==> src/sv/tcm_pkg.sv <==
// ----------------------------------------------------------------------------
// tcm_pkg
// shared types, constants and helpers of the terminal cursor motion unit
// ----------------------------------------------------------------------------
`default_nettype none

package tcm_pkg;

    // tab stop bitmap geometry
    localparam int MAX_COLS     = 256;
    localparam int TAB_INTERVAL = 8;
    localparam int TAB_IDX_W    = $clog2(MAX_COLS);
    localparam int TREE_N       = 1 << TAB_IDX_W;

    // payload widths
    localparam int COL_W   = 8;
    localparam int ROW_W   = 8;
    localparam int CNT_W   = 8;
    localparam int KIND_W  = 4;
    localparam int CFG_W   = 9;
    localparam int CFG_IDX_W = 3;

    // command codes
    typedef enum logic [KIND_W-1:0] {
        CMD_UP        = 4'd0,
        CMD_DOWN      = 4'd1,
        CMD_LEFT      = 4'd2,
        CMD_RIGHT     = 4'd3,
        CMD_ABS       = 4'd4,
        CMD_TAB_NEXT  = 4'd5,
        CMD_TAB_SET   = 4'd6,
        CMD_TAB_CLR   = 4'd7,
        CMD_TAB_CLRALL = 4'd8,
        CMD_TO_LINE   = 4'd9,
        CMD_TO_COL    = 4'd10
    } cmd_kind_t;

    // configuration register indexes
    typedef enum logic [CFG_IDX_W-1:0] {
        REG_SCREEN_COLS   = 3'd0,
        REG_SCREEN_ROWS   = 3'd1,
        REG_TOP_MARGIN    = 3'd2,
        REG_BOTTOM_MARGIN = 3'd3,
        REG_ORIGIN_MODE   = 3'd4
    } cfg_idx_t;

    // limits derived from the configuration registers
    typedef struct packed {
        logic [COL_W-1:0] last_col;  // effective width - 1
        logic [ROW_W-1:0] top;       // active top row
        logic [ROW_W-1:0] bot;       // active bottom row
        logic [ROW_W-1:0] row_ofs;   // row offset of absolute moves
    } lim_t;

    // one stop every TAB_INTERVAL columns
    function automatic logic [MAX_COLS-1:0] tab_reset_pattern();
        logic [MAX_COLS-1:0] v;
        v = '0;
        for (int i = 0; i < MAX_COLS; i++)
        begin
            v[i] = ((i % TAB_INTERVAL) == 0);
        end
        return v;
    endfunction

endpackage

`default_nettype wire

==> src/sv/tcm_cfg.sv <==
// ----------------------------------------------------------------------------
// tcm_cfg
// configuration registers and the screen limits derived from them
// ----------------------------------------------------------------------------
`default_nettype none

module tcm_cfg
    import tcm_pkg::*;
(
    input  wire logic                 clk,
    input  wire logic                 rst_n,
    input  wire logic                 wr_en,
    input  wire logic [CFG_IDX_W-1:0] wr_index,
    input  wire logic [CFG_W-1:0]     wr_data,
    output lim_t                      lim
);

    logic [8:0]       screen_cols_reg;
    logic [8:0]       screen_rows_reg;
    logic [ROW_W-1:0] top_margin_reg;
    logic [ROW_W-1:0] bottom_margin_reg;
    logic             origin_mode_reg;

    always_ff @(posedge clk or negedge rst_n)
    begin
        if (!rst_n)
        begin
            screen_cols_reg   <= 9'd80;
            screen_rows_reg   <= 9'd24;
            top_margin_reg    <= 8'd0;
            bottom_margin_reg <= 8'd23;
            origin_mode_reg   <= 1'b0;
        end
        else if (wr_en)
        begin
            case (cfg_idx_t'(wr_index))
                REG_SCREEN_COLS:   screen_cols_reg   <= wr_data;
                REG_SCREEN_ROWS:   screen_rows_reg   <= wr_data;
                REG_TOP_MARGIN:    top_margin_reg    <= wr_data[ROW_W-1:0];
                REG_BOTTOM_MARGIN: bottom_margin_reg <= wr_data[ROW_W-1:0];
                REG_ORIGIN_MODE:   origin_mode_reg   <= wr_data[0];
                default:           ;
            endcase
        end
    end

    logic [COL_W-1:0] col_max;
    logic [ROW_W-1:0] row_max;
    logic [ROW_W-1:0] org_bot;
    logic [ROW_W-1:0] org_top;

    always_comb
    begin
        // width and height limited to 1..256, then minus one
        if (screen_cols_reg == 9'd0)
            col_max = '0;
        else if (screen_cols_reg[8])
            col_max = '1;
        else
            col_max = COL_W'(screen_cols_reg - 9'd1);
        if (32'(col_max) > MAX_COLS - 1)
            col_max = COL_W'(MAX_COLS - 1);

        if (screen_rows_reg == 9'd0)
            row_max = '0;
        else if (screen_rows_reg[8])
            row_max = '1;
        else
            row_max = ROW_W'(screen_rows_reg - 9'd1);

        org_bot = (bottom_margin_reg > row_max) ? row_max : bottom_margin_reg;
        org_top = (top_margin_reg > org_bot) ? org_bot : top_margin_reg;

        lim.last_col = col_max;
        if (origin_mode_reg)
        begin
            lim.top     = org_top;
            lim.bot     = org_bot;
            lim.row_ofs = top_margin_reg;
        end
        else
        begin
            lim.top     = '0;
            lim.bot     = row_max;
            lim.row_ofs = '0;
        end
    end

endmodule

`default_nettype wire

==> src/sv/tcm_tab.sv <==
// ----------------------------------------------------------------------------
// tcm_tab
// tab stop bitmap with next-stop search tree
// ----------------------------------------------------------------------------
`default_nettype none

module tcm_tab
    import tcm_pkg::*;
(
    input  wire logic              clk,
    input  wire logic              rst_n,
    input  wire logic              upd_en,
    input  wire cmd_kind_t         kind,
    input  wire logic [COL_W-1:0]  cur_col,
    input  wire logic [COL_W-1:0]  last_col,
    output logic      [COL_W-1:0]  tab_dest
);

    logic [MAX_COLS-1:0]  stops_reg;
    logic [MAX_COLS-1:0]  stops_next;
    logic [TAB_IDX_W-1:0] cur_idx;

    // search tree: hit flag and lowest hit position per node
    logic [TREE_N-1:0]    hit_l [0:TAB_IDX_W];
    logic [TAB_IDX_W-1:0] pos_l [0:TAB_IDX_W][0:TREE_N-1];

    assign cur_idx = TAB_IDX_W'(cur_col);

    always_comb
    begin
        for (int l = 0; l <= TAB_IDX_W; l++)
        begin
            hit_l[l] = '0;
            for (int n = 0; n < TREE_N; n++)
            begin
                pos_l[l][n] = '0;
            end
        end

        // leaves: set stops right of the cursor and inside the screen
        for (int i = 0; i < MAX_COLS; i++)
        begin
            hit_l[0][i] = stops_reg[i] && (i > int'(cur_col)) && (i <= int'(last_col));
            pos_l[0][i] = TAB_IDX_W'(i);
        end

        for (int l = 1; l <= TAB_IDX_W; l++)
        begin
            for (int n = 0; n < (TREE_N >> l); n++)
            begin
                hit_l[l][n] = hit_l[l-1][2*n] | hit_l[l-1][2*n+1];
                pos_l[l][n] = hit_l[l-1][2*n] ? pos_l[l-1][2*n] : pos_l[l-1][2*n+1];
            end
        end

        tab_dest = hit_l[TAB_IDX_W][0] ? COL_W'(pos_l[TAB_IDX_W][0]) : last_col;
    end

    always_comb
    begin
        stops_next = stops_reg;
        case (kind)
            CMD_TAB_SET:
            begin
                if (int'(cur_col) < MAX_COLS)
                    stops_next[cur_idx] = 1'b1;
            end
            CMD_TAB_CLR:
            begin
                if (int'(cur_col) < MAX_COLS)
                    stops_next[cur_idx] = 1'b0;
            end
            CMD_TAB_CLRALL: stops_next = '0;
            default:        ;
        endcase
    end

    always_ff @(posedge clk or negedge rst_n)
    begin
        if (!rst_n)
            stops_reg <= tab_reset_pattern();
        else if (upd_en)
            stops_reg <= stops_next;
    end

endmodule

`default_nettype wire

==> src/sv/tcm_move.sv <==
// ----------------------------------------------------------------------------
// tcm_move
// new cursor position for one command, with clamping to the active area
// ----------------------------------------------------------------------------
`default_nettype none

module tcm_move
    import tcm_pkg::*;
(
    input  wire cmd_kind_t         kind,
    input  wire logic [CNT_W-1:0]  count,
    input  wire logic [COL_W-1:0]  target_col,
    input  wire logic [ROW_W-1:0]  target_row,
    input  wire logic [COL_W-1:0]  cur_col,
    input  wire logic [ROW_W-1:0]  cur_row,
    input  wire logic [COL_W-1:0]  tab_dest,
    input  wire lim_t              lim,
    output logic      [COL_W-1:0]  new_col,
    output logic      [ROW_W-1:0]  new_row
);

    logic [ROW_W:0]   row_sum;
    logic [COL_W:0]   col_sum;
    logic [ROW_W:0]   abs_row;
    logic [ROW_W-1:0] abs_row_clamped;
    logic [COL_W-1:0] abs_col_clamped;

    always_comb
    begin
        row_sum = {1'b0, cur_row} + (ROW_W+1)'(count);
        col_sum = {1'b0, cur_col} + (COL_W+1)'(count);
        abs_row = {1'b0, target_row} + {1'b0, lim.row_ofs};

        if (abs_row < {1'b0, lim.top})
            abs_row_clamped = lim.top;
        else if (abs_row > {1'b0, lim.bot})
            abs_row_clamped = lim.bot;
        else
            abs_row_clamped = abs_row[ROW_W-1:0];

        abs_col_clamped = (target_col > lim.last_col) ? lim.last_col : target_col;

        new_col = cur_col;
        new_row = cur_row;
        case (kind)
            CMD_UP:
            begin
                if (count != '0)
                begin
                    // above or at top always lands on top
                    if (cur_row > lim.top && count < (cur_row - lim.top))
                        new_row = cur_row - count;
                    else
                        new_row = lim.top;
                end
            end
            CMD_DOWN:
            begin
                if (count != '0 && cur_row != lim.bot)
                begin
                    if (row_sum <= {1'b0, lim.bot})
                        new_row = row_sum[ROW_W-1:0];
                    else
                        new_row = lim.bot;
                end
            end
            CMD_LEFT:
            begin
                if (count != '0 && cur_col != '0)
                    new_col = (count < cur_col) ? (cur_col - count) : '0;
            end
            CMD_RIGHT:
            begin
                if (count != '0 && cur_col != lim.last_col)
                begin
                    if (col_sum <= {1'b0, lim.last_col})
                        new_col = col_sum[COL_W-1:0];
                    else
                        new_col = lim.last_col;
                end
            end
            CMD_ABS:
            begin
                new_col = abs_col_clamped;
                new_row = abs_row_clamped;
            end
            CMD_TAB_NEXT: new_col = tab_dest;
            CMD_TO_LINE:  new_row = abs_row_clamped;
            CMD_TO_COL:   new_col = abs_col_clamped;
            default:      ;
        endcase
    end

endmodule

`default_nettype wire

==> src/sv/terminal_cursor_motion_with_tabs_unit.sv <==
// ----------------------------------------------------------------------------
// terminal_cursor_motion_with_tabs_unit
// text terminal cursor unit: relative, absolute and tab moves plus tab stops
// ----------------------------------------------------------------------------
//
//  channel  | handshake               | payload
//  ---------+-------------------------+------------------------------------
//  in       | in_valid / in_stall     | kind, count, target_col, target_row
//  out      | out_valid / out_stall   | col, row, changed
//  cfg      | cfg_valid / cfg_ready   | cfg_index, cfg_data
//
//  one command per cycle sustained while out_stall is low; an input beat
//  passes the command register, then the result register, to its result beat
//  cursor and tab bitmap update in the same cycle the result is formed, so
//  back-to-back commands see each other's effect
//  reset: cursor at 0,0, tab stops every eighth column, registers at defaults
//  out_stall holds the result register; the command register then fills and
//  in_stall rises only once both are occupied
//
`default_nettype none

module terminal_cursor_motion_with_tabs_unit
    import tcm_pkg::*;
(
    input  wire logic                 clk,
    input  wire logic                 rst_n,

    input  wire logic                 in_valid,
    output logic                      in_stall,
    input  wire logic [KIND_W-1:0]    kind,
    input  wire logic [CNT_W-1:0]     count,
    input  wire logic [COL_W-1:0]     target_col,
    input  wire logic [ROW_W-1:0]     target_row,

    output logic                      out_valid,
    input  wire logic                 out_stall,
    output logic      [COL_W-1:0]     col,
    output logic      [ROW_W-1:0]     row,
    output logic                      changed,

    input  wire logic                 cfg_valid,
    output logic                      cfg_ready,
    input  wire logic [CFG_IDX_W-1:0] cfg_index,
    input  wire logic [CFG_W-1:0]     cfg_data
);

    // command register
    logic             cmd_vld_reg;
    cmd_kind_t        kind_reg;
    logic [CNT_W-1:0] count_reg;
    logic [COL_W-1:0] tcol_reg;
    logic [ROW_W-1:0] trow_reg;

    // cursor state
    logic [COL_W-1:0] cur_col_reg;
    logic [ROW_W-1:0] cur_row_reg;

    // result register
    logic             out_vld_reg;
    logic [COL_W-1:0] col_reg;
    logic [ROW_W-1:0] row_reg;
    logic             changed_reg;

    lim_t             lim;
    logic [COL_W-1:0] tab_dest;
    logic [COL_W-1:0] col_next;
    logic [ROW_W-1:0] row_next;
    logic             advance;
    logic             in_beat;

    // config writes are always taken
    assign cfg_ready = 1'b1;

    // command moves on when the result register is empty or being drained
    assign advance  = cmd_vld_reg && (!out_vld_reg || !out_stall);
    assign in_stall = cmd_vld_reg && !advance;
    assign in_beat  = in_valid && !in_stall;

    tcm_cfg u_cfg (
        .clk      (clk),
        .rst_n    (rst_n),
        .wr_en    (cfg_valid && cfg_ready),
        .wr_index (cfg_index),
        .wr_data  (cfg_data),
        .lim      (lim)
    );

    tcm_tab u_tab (
        .clk      (clk),
        .rst_n    (rst_n),
        .upd_en   (advance),
        .kind     (kind_reg),
        .cur_col  (cur_col_reg),
        .last_col (lim.last_col),
        .tab_dest (tab_dest)
    );

    tcm_move u_move (
        .kind       (kind_reg),
        .count      (count_reg),
        .target_col (tcol_reg),
        .target_row (trow_reg),
        .cur_col    (cur_col_reg),
        .cur_row    (cur_row_reg),
        .tab_dest   (tab_dest),
        .lim        (lim),
        .new_col    (col_next),
        .new_row    (row_next)
    );

    // control and cursor state
    always_ff @(posedge clk or negedge rst_n)
    begin
        if (!rst_n)
        begin
            cmd_vld_reg <= 1'b0;
            out_vld_reg <= 1'b0;
            cur_col_reg <= '0;
            cur_row_reg <= '0;
        end
        else
        begin
            if (in_beat)
                cmd_vld_reg <= 1'b1;
            else if (advance)
                cmd_vld_reg <= 1'b0;

            if (advance)
            begin
                out_vld_reg <= 1'b1;
                cur_col_reg <= col_next;
                cur_row_reg <= row_next;
            end
            else if (!out_stall)
            begin
                out_vld_reg <= 1'b0;
            end
        end
    end

    // payload registers
    always_ff @(posedge clk)
    begin
        if (in_beat)
        begin
            kind_reg  <= cmd_kind_t'(kind);
            count_reg <= count;
            tcol_reg  <= target_col;
            trow_reg  <= target_row;
        end
        if (advance)
        begin
            col_reg     <= col_next;
            row_reg     <= row_next;
            changed_reg <= (col_next != cur_col_reg) || (row_next != cur_row_reg);
        end
    end

    assign out_valid = out_vld_reg;
    assign col       = col_reg;
    assign row       = row_reg;
    assign changed   = changed_reg;

    // result register mirrors the cursor right after an update
    a_result_is_cursor: assert property (@(posedge clk) disable iff (!rst_n)
        advance |=> out_valid && col == cur_col_reg && row == cur_row_reg)
        else $error("result beat does not match cursor state");

    // changed flag agrees with the cursor movement
    a_changed_flag: assert property (@(posedge clk) disable iff (!rst_n)
        advance |=> changed == ((cur_col_reg != $past(cur_col_reg))
                                || (cur_row_reg != $past(cur_row_reg))))
        else $error("changed flag disagrees with cursor movement");

    // tab maintenance never moves the cursor
    a_tab_cmd_still: assert property (@(posedge clk) disable iff (!rst_n)
        advance && (kind_reg == CMD_TAB_SET || kind_reg == CMD_TAB_CLR
                    || kind_reg == CMD_TAB_CLRALL) |=> !changed)
        else $error("tab maintenance command moved the cursor");

    // an empty command register never holds off the input
    a_no_idle_stall: assert property (@(posedge clk) disable iff (!rst_n)
        !cmd_vld_reg |-> !in_stall)
        else $error("input stalled with empty command register");

endmodule

`default_nettype wire
==> config.mk <==
export PLATFORM = sky130hd
export DESIGN_NAME = terminal_cursor_motion_with_tabs_unit
export DESIGN_NICKNAME = d
export VERILOG_FILES = /design/src/sv/tcm_pkg.sv /design/src/sv/tcm_cfg.sv /design/src/sv/tcm_tab.sv /design/src/sv/tcm_move.sv /design/src/sv/terminal_cursor_motion_with_tabs_unit.sv
export SDC_FILE = /design/constraint.sdc
export NUM_CORES = 2
export LEC_CHECK = 0
export BUFFER_PORTS_ARGS = -buffer_cell sky130_fd_sc_hd__buf_2
export CAP_MARGIN = 20
export CELL_PAD_IN_SITES_DETAIL_PLACEMENT = 1
export CELL_PAD_IN_SITES_GLOBAL_PLACEMENT = 2
export CORE_MARGIN = 4
export CORE_UTILIZATION = 36
export DETAILED_ROUTE_END_ITERATION = 10
export HOLD_SLACK_MARGIN = 0.02
export PLACE_DENSITY = 0.78
export SLEW_MARGIN = 20
export SYNTH_ARGS = -nofsm -noshare
export SYNTH_HDL_FRONTEND = slang
export SYNTH_HIERARCHICAL = 1
export SYNTH_SLANG_ARGS = --single-unit
==> constraint.sdc <==
create_clock -name clk -period 8.43 [get_ports clk]
set_clock_uncertainty 0.15 [all_clocks]
set_input_delay 0.843 -clock clk [delete_from_list [all_inputs] [get_ports clk]]
set_output_delay 0.843 -clock clk [all_outputs]
set_load 0.1 [all_outputs]
==> results.md <==
- Clock-pin slew on the worst setup and hold paths: 60 ps
- Number of buffers on the longest clock path: 3
- Slew at the pin closest to its max-slew limit: 1210 ps
- Final period utilization: 0.965
- Clock latency reported for the late side of the worst-skew pair: 670 ps
- Maximum clock frequency: 0.123 GHz
- Result of the run: finished, final reports clean
- Starting density of the core: 0.362
- Area occupied by multi-input gates: 21600 um^2
- Die Area: 95500 um^2
- CTS H-tree lvls: 2
- Die height: 309 um
- TritonCTS clock tree: done
- Area of the mapped netlist: 32600 um^2
- Final hold violation count: 0
- Maximum number of pins on one net before global-route repair: 116
- Worst path slowest cell: sky130_fd_sc_hd__dfrtp_1
- Post-Place Cells: 5122
- Smallest setup slack after layout: 298 ps
- Final layout net count: 4169
- WP data arrival: 8370 ps
- Post-Syn Instances: 3967
- Worst slack, placed: -196 ps
- Synth top area share: 0.206
- Top post-synthesis cells by area: sky130_fd_sc_hd__dfrtp_1 21%, sky130_fd_sc_hd__o21ai_0 9.3%, sky130_fd_sc_hd__a21oi_1 5.8%, sky130_fd_sc_hd__ha_1 4.2%, sky130_fd_sc_hd__edfxtp_1 4.1%
- Synth Net Count: 4128
- Power per Cell Area: 372 nW/um^2
- Port-buffer cells: 63
- Pins Over Slew Limit: 0
- Share of the yosys chip area belonging to registers: 0.279
- Maximum VDD drop: 0.263 mV
- Total of warnings raised by yosys: 6
- Static Leak: 14.7 nW
- CP Data Required Time: 8670 ps
- R2r setup slk: 300 ps
- RSZ-0062 raised after global routing: true
- Total number of clock tree sinks: 353
- CTS buffer count: 50
- Total number of vias: 37.8k
- Count of pins on the block boundary: 65
- Number of flip-flops in the largest register: 255
- Via count of the first global-routing pass: 36.9k
- Overall power consumption: 13.7 mW
- Post-Layout Inst Area: 36900 um^2
- Cell type contributing the most total cell area after synthesis: sky130_fd_sc_hd__dfrtp_1
- Count of cell types in the netlist: 140
- Buffering stage count on the worst path with inverters included: 3
- Placed wire-length estimate: 145000 um
- Sum of overflow across all layers after global routing: 0
- Count of flip-flops with a built-in enable after synthesis: 45
- Number of non-filler instances in the completed layout: 5238
- Hold WC Path Type: in2async
- Placer's final routability congestion estimate: 1.09
- Remaining DRCs: 0
- Top delay family on crit path: compound AO/OA/AOI/OAI gates
- Num rows: 110
- Average wire per standard cell: 38.1 um
- Initial antenna violation count: 19
- Cell repeated most along the worst path: sky130_fd_sc_hd__a21o_1
- Most instantiated flip-flop cell in the synthesis netlist: sky130_fd_sc_hd__dfrtp_1
- Async SR Flop Fraction: 0.873
- Worst rel slew slack: 0.186
- Clock tree root buffer cell: sky130_fd_sc_hd__clkbuf_16
- Fraction of final layout cells sized beyond drive strength 1: 0.176
- Post-route core utilization: 0.410
- Overall die width: 309 um
- DRC marker count from the first detailed-route iteration: 5150
- Critical path peak fanout: 6
- First-pass GRT wire length: 280000 um
- Time the final worst path needs with I/O delays and setup: 8130 ps
- Core Footprint: 90000 um^2
- Kind of start point of the critical path: flip-flop
- Mean instance size in the synthesized netlist: 8.22 um^2
- Area taken by flip-flops and latches: 9140 um^2
- ANT nets after route: 0
- Post-Place Cell Area: 34900 um^2
- Highest cell delay on the worst timing path: 390 ps
- Area growth from synthesis to layout: 13.0%
- Final total negative setup slack: 0 ps
- Routed vias/inst: 7.22
- TritonRoute pass-1 iters: 6
- Type of the worst setup path: reg2reg
- Maxcap violations: 0
- Final Routed Wirelength: 199000 um
- Endpoint kind of the worst setup timing path: flip-flop
- Final hold slack: 40.6 ps
- FILL cells: 10.7k
- # setup viols final: 0
- # hold bufs at CTS: 0
- Number of register bits inferred by synthesis: 353
- Global-route usage over all layers: 0.405
==> layout make-up <==
| type | count | area share |
|---|---|---|
| flip-flops and latches | 353 | 0.248 |
| diodes | 13 | 0.000882 |
| clock inverters | 27 | 0.00821 |
| repair buffers | 337 | 0.0697 |
| inverters | 101 | 0.0103 |
| well taps | 1176 | 0.0399 |
| clock buffers | 66 | 0.0389 |
| multi-input cells | 3165 | 0.584 |
==> layout by cell type, fill, tap and decap left out, types with 27 or more instances in the layout <==
master	netlist	layout
sky130_fd_sc_hd__a211o_1	36	36
sky130_fd_sc_hd__a211oi_1	46	44
sky130_fd_sc_hd__a21o_1	41	41
sky130_fd_sc_hd__a21oi_1	379	373
sky130_fd_sc_hd__a22o_1	89	89
sky130_fd_sc_hd__a31oi_1	29	28
sky130_fd_sc_hd__and2_1	39	39
sky130_fd_sc_hd__and3_1	36	36
sky130_fd_sc_hd__buf_2	66	62
sky130_fd_sc_hd__buf_4	40	257
sky130_fd_sc_hd__clkbuf_16	0	51
sky130_fd_sc_hd__dfrtp_1	269	261
sky130_fd_sc_hd__dfstp_2	39	39
sky130_fd_sc_hd__edfxtp_1	45	45
sky130_fd_sc_hd__ha_1	110	106
sky130_fd_sc_hd__inv_1	98	93
sky130_fd_sc_hd__mux2_2	42	42
sky130_fd_sc_hd__mux2i_1	28	28
sky130_fd_sc_hd__nand2_1	242	238
sky130_fd_sc_hd__nand2b_1	29	29
sky130_fd_sc_hd__nand3_1	71	71
sky130_fd_sc_hd__nand4_1	59	59
sky130_fd_sc_hd__nor2_1	250	247
sky130_fd_sc_hd__nor2b_1	36	34
sky130_fd_sc_hd__nor3_1	69	66
sky130_fd_sc_hd__nor4_1	34	30
sky130_fd_sc_hd__o2111ai_1	45	45
sky130_fd_sc_hd__o211ai_1	52	52
sky130_fd_sc_hd__o21a_1	31	30
sky130_fd_sc_hd__o21ai_0	606	601
sky130_fd_sc_hd__o22ai_1	27	27
sky130_fd_sc_hd__o31ai_1	44	44
sky130_fd_sc_hd__xnor2_1	33	33
sky130_fd_sc_hd__xor2_1	37	37
==> power by group <==
part	internal, mW	total [mW]	leakage (nW)	switching [mW]
clock network	1.37	2.31	0.851	0.934
registers	1.90	2.36	4.50	0.461
logic	2.77	9.04	9.38	6.27
total	6.03	13.7	14.7	7.67
==> final timing paths <==
| check | start | end | depth (start not counted) |
|---|---|---|---|
| setup / recovery | u_cfg/screen_rows_reg[1] | changed | 37 |
| hold reg to reg | cmd_vld_reg | out_valid | 1 |
| max in group asynchronous | rst_n | cur_row_reg[5] | 2 |
| hold / removal | rst_n | u_tab/stops_reg[179] | 1 |
| setup reg to reg | u_cfg/screen_rows_reg[1] | changed | 37 |
| min in group clk | count[2] | count_reg[2] | 1 |
==> routing by layer <==
metal / share of wire / routed length [um] / global-route usage / vias up
met1: 0.40 / 80100 / 0.537 / 19100
met5: 0.00091 / 182 / 0 / -
met2: 0.39 / 78700 / 0.559 / 2648
li1: - / - / - / 15400
met3: 0.12 / 24800 / 0.141 / 754
met4: 0.078 / 15500 / 0.257 / 13
==> cell families (layout without fill, tap and decap cells) <==
family	Yosys count	count (layout)	synth area share
AO/OA/AOI/OAI	1744	1744	0.348
AND/OR/NAND/NOR	1152	1152	0.207
multiplexers	80	80	0.0277
flip-flops	353	353	0.279
adder cells (fa/ha/maj)	118	118	0.0465
other	1	14	0.000115
buffers and inverters	449	531	0.0728
XOR/XNOR	70	70	0.0188
==> cells in the mapped netlist (all sizes together) (53+ instances only) <==
cell type,number
nand2,243
nor2,254
o211ai,53
a21oi,382
nand3,72
ha,110
a22o,89
clkbuf,166
nor3,75
dfrtp,269
inv,98
nand4,61
o21ai,635
buf,182
==> timing repair <==
action / CTS / global route
setup endpoints to repair: 1 / 12
buffers inserted: 0 / 8
pin swaps: 1 / 14
resized for setup: 3 / 29
==> worst register-to-register path: cells and delay by family, from the launching register on <==
kind / cells / cell delay [ps]
flip-flops: 1 / 390
buffers and inverters: 3 / 350
AND/OR/NAND/NOR: 7 / 1200
XOR/XNOR: 2 / 350
adder cells (fa/ha/maj): 5 / 1330
AO/OA/AOI/OAI: 19 / 3910
multiplexers: 1 / 200
(Power assumes the default switching activity.)
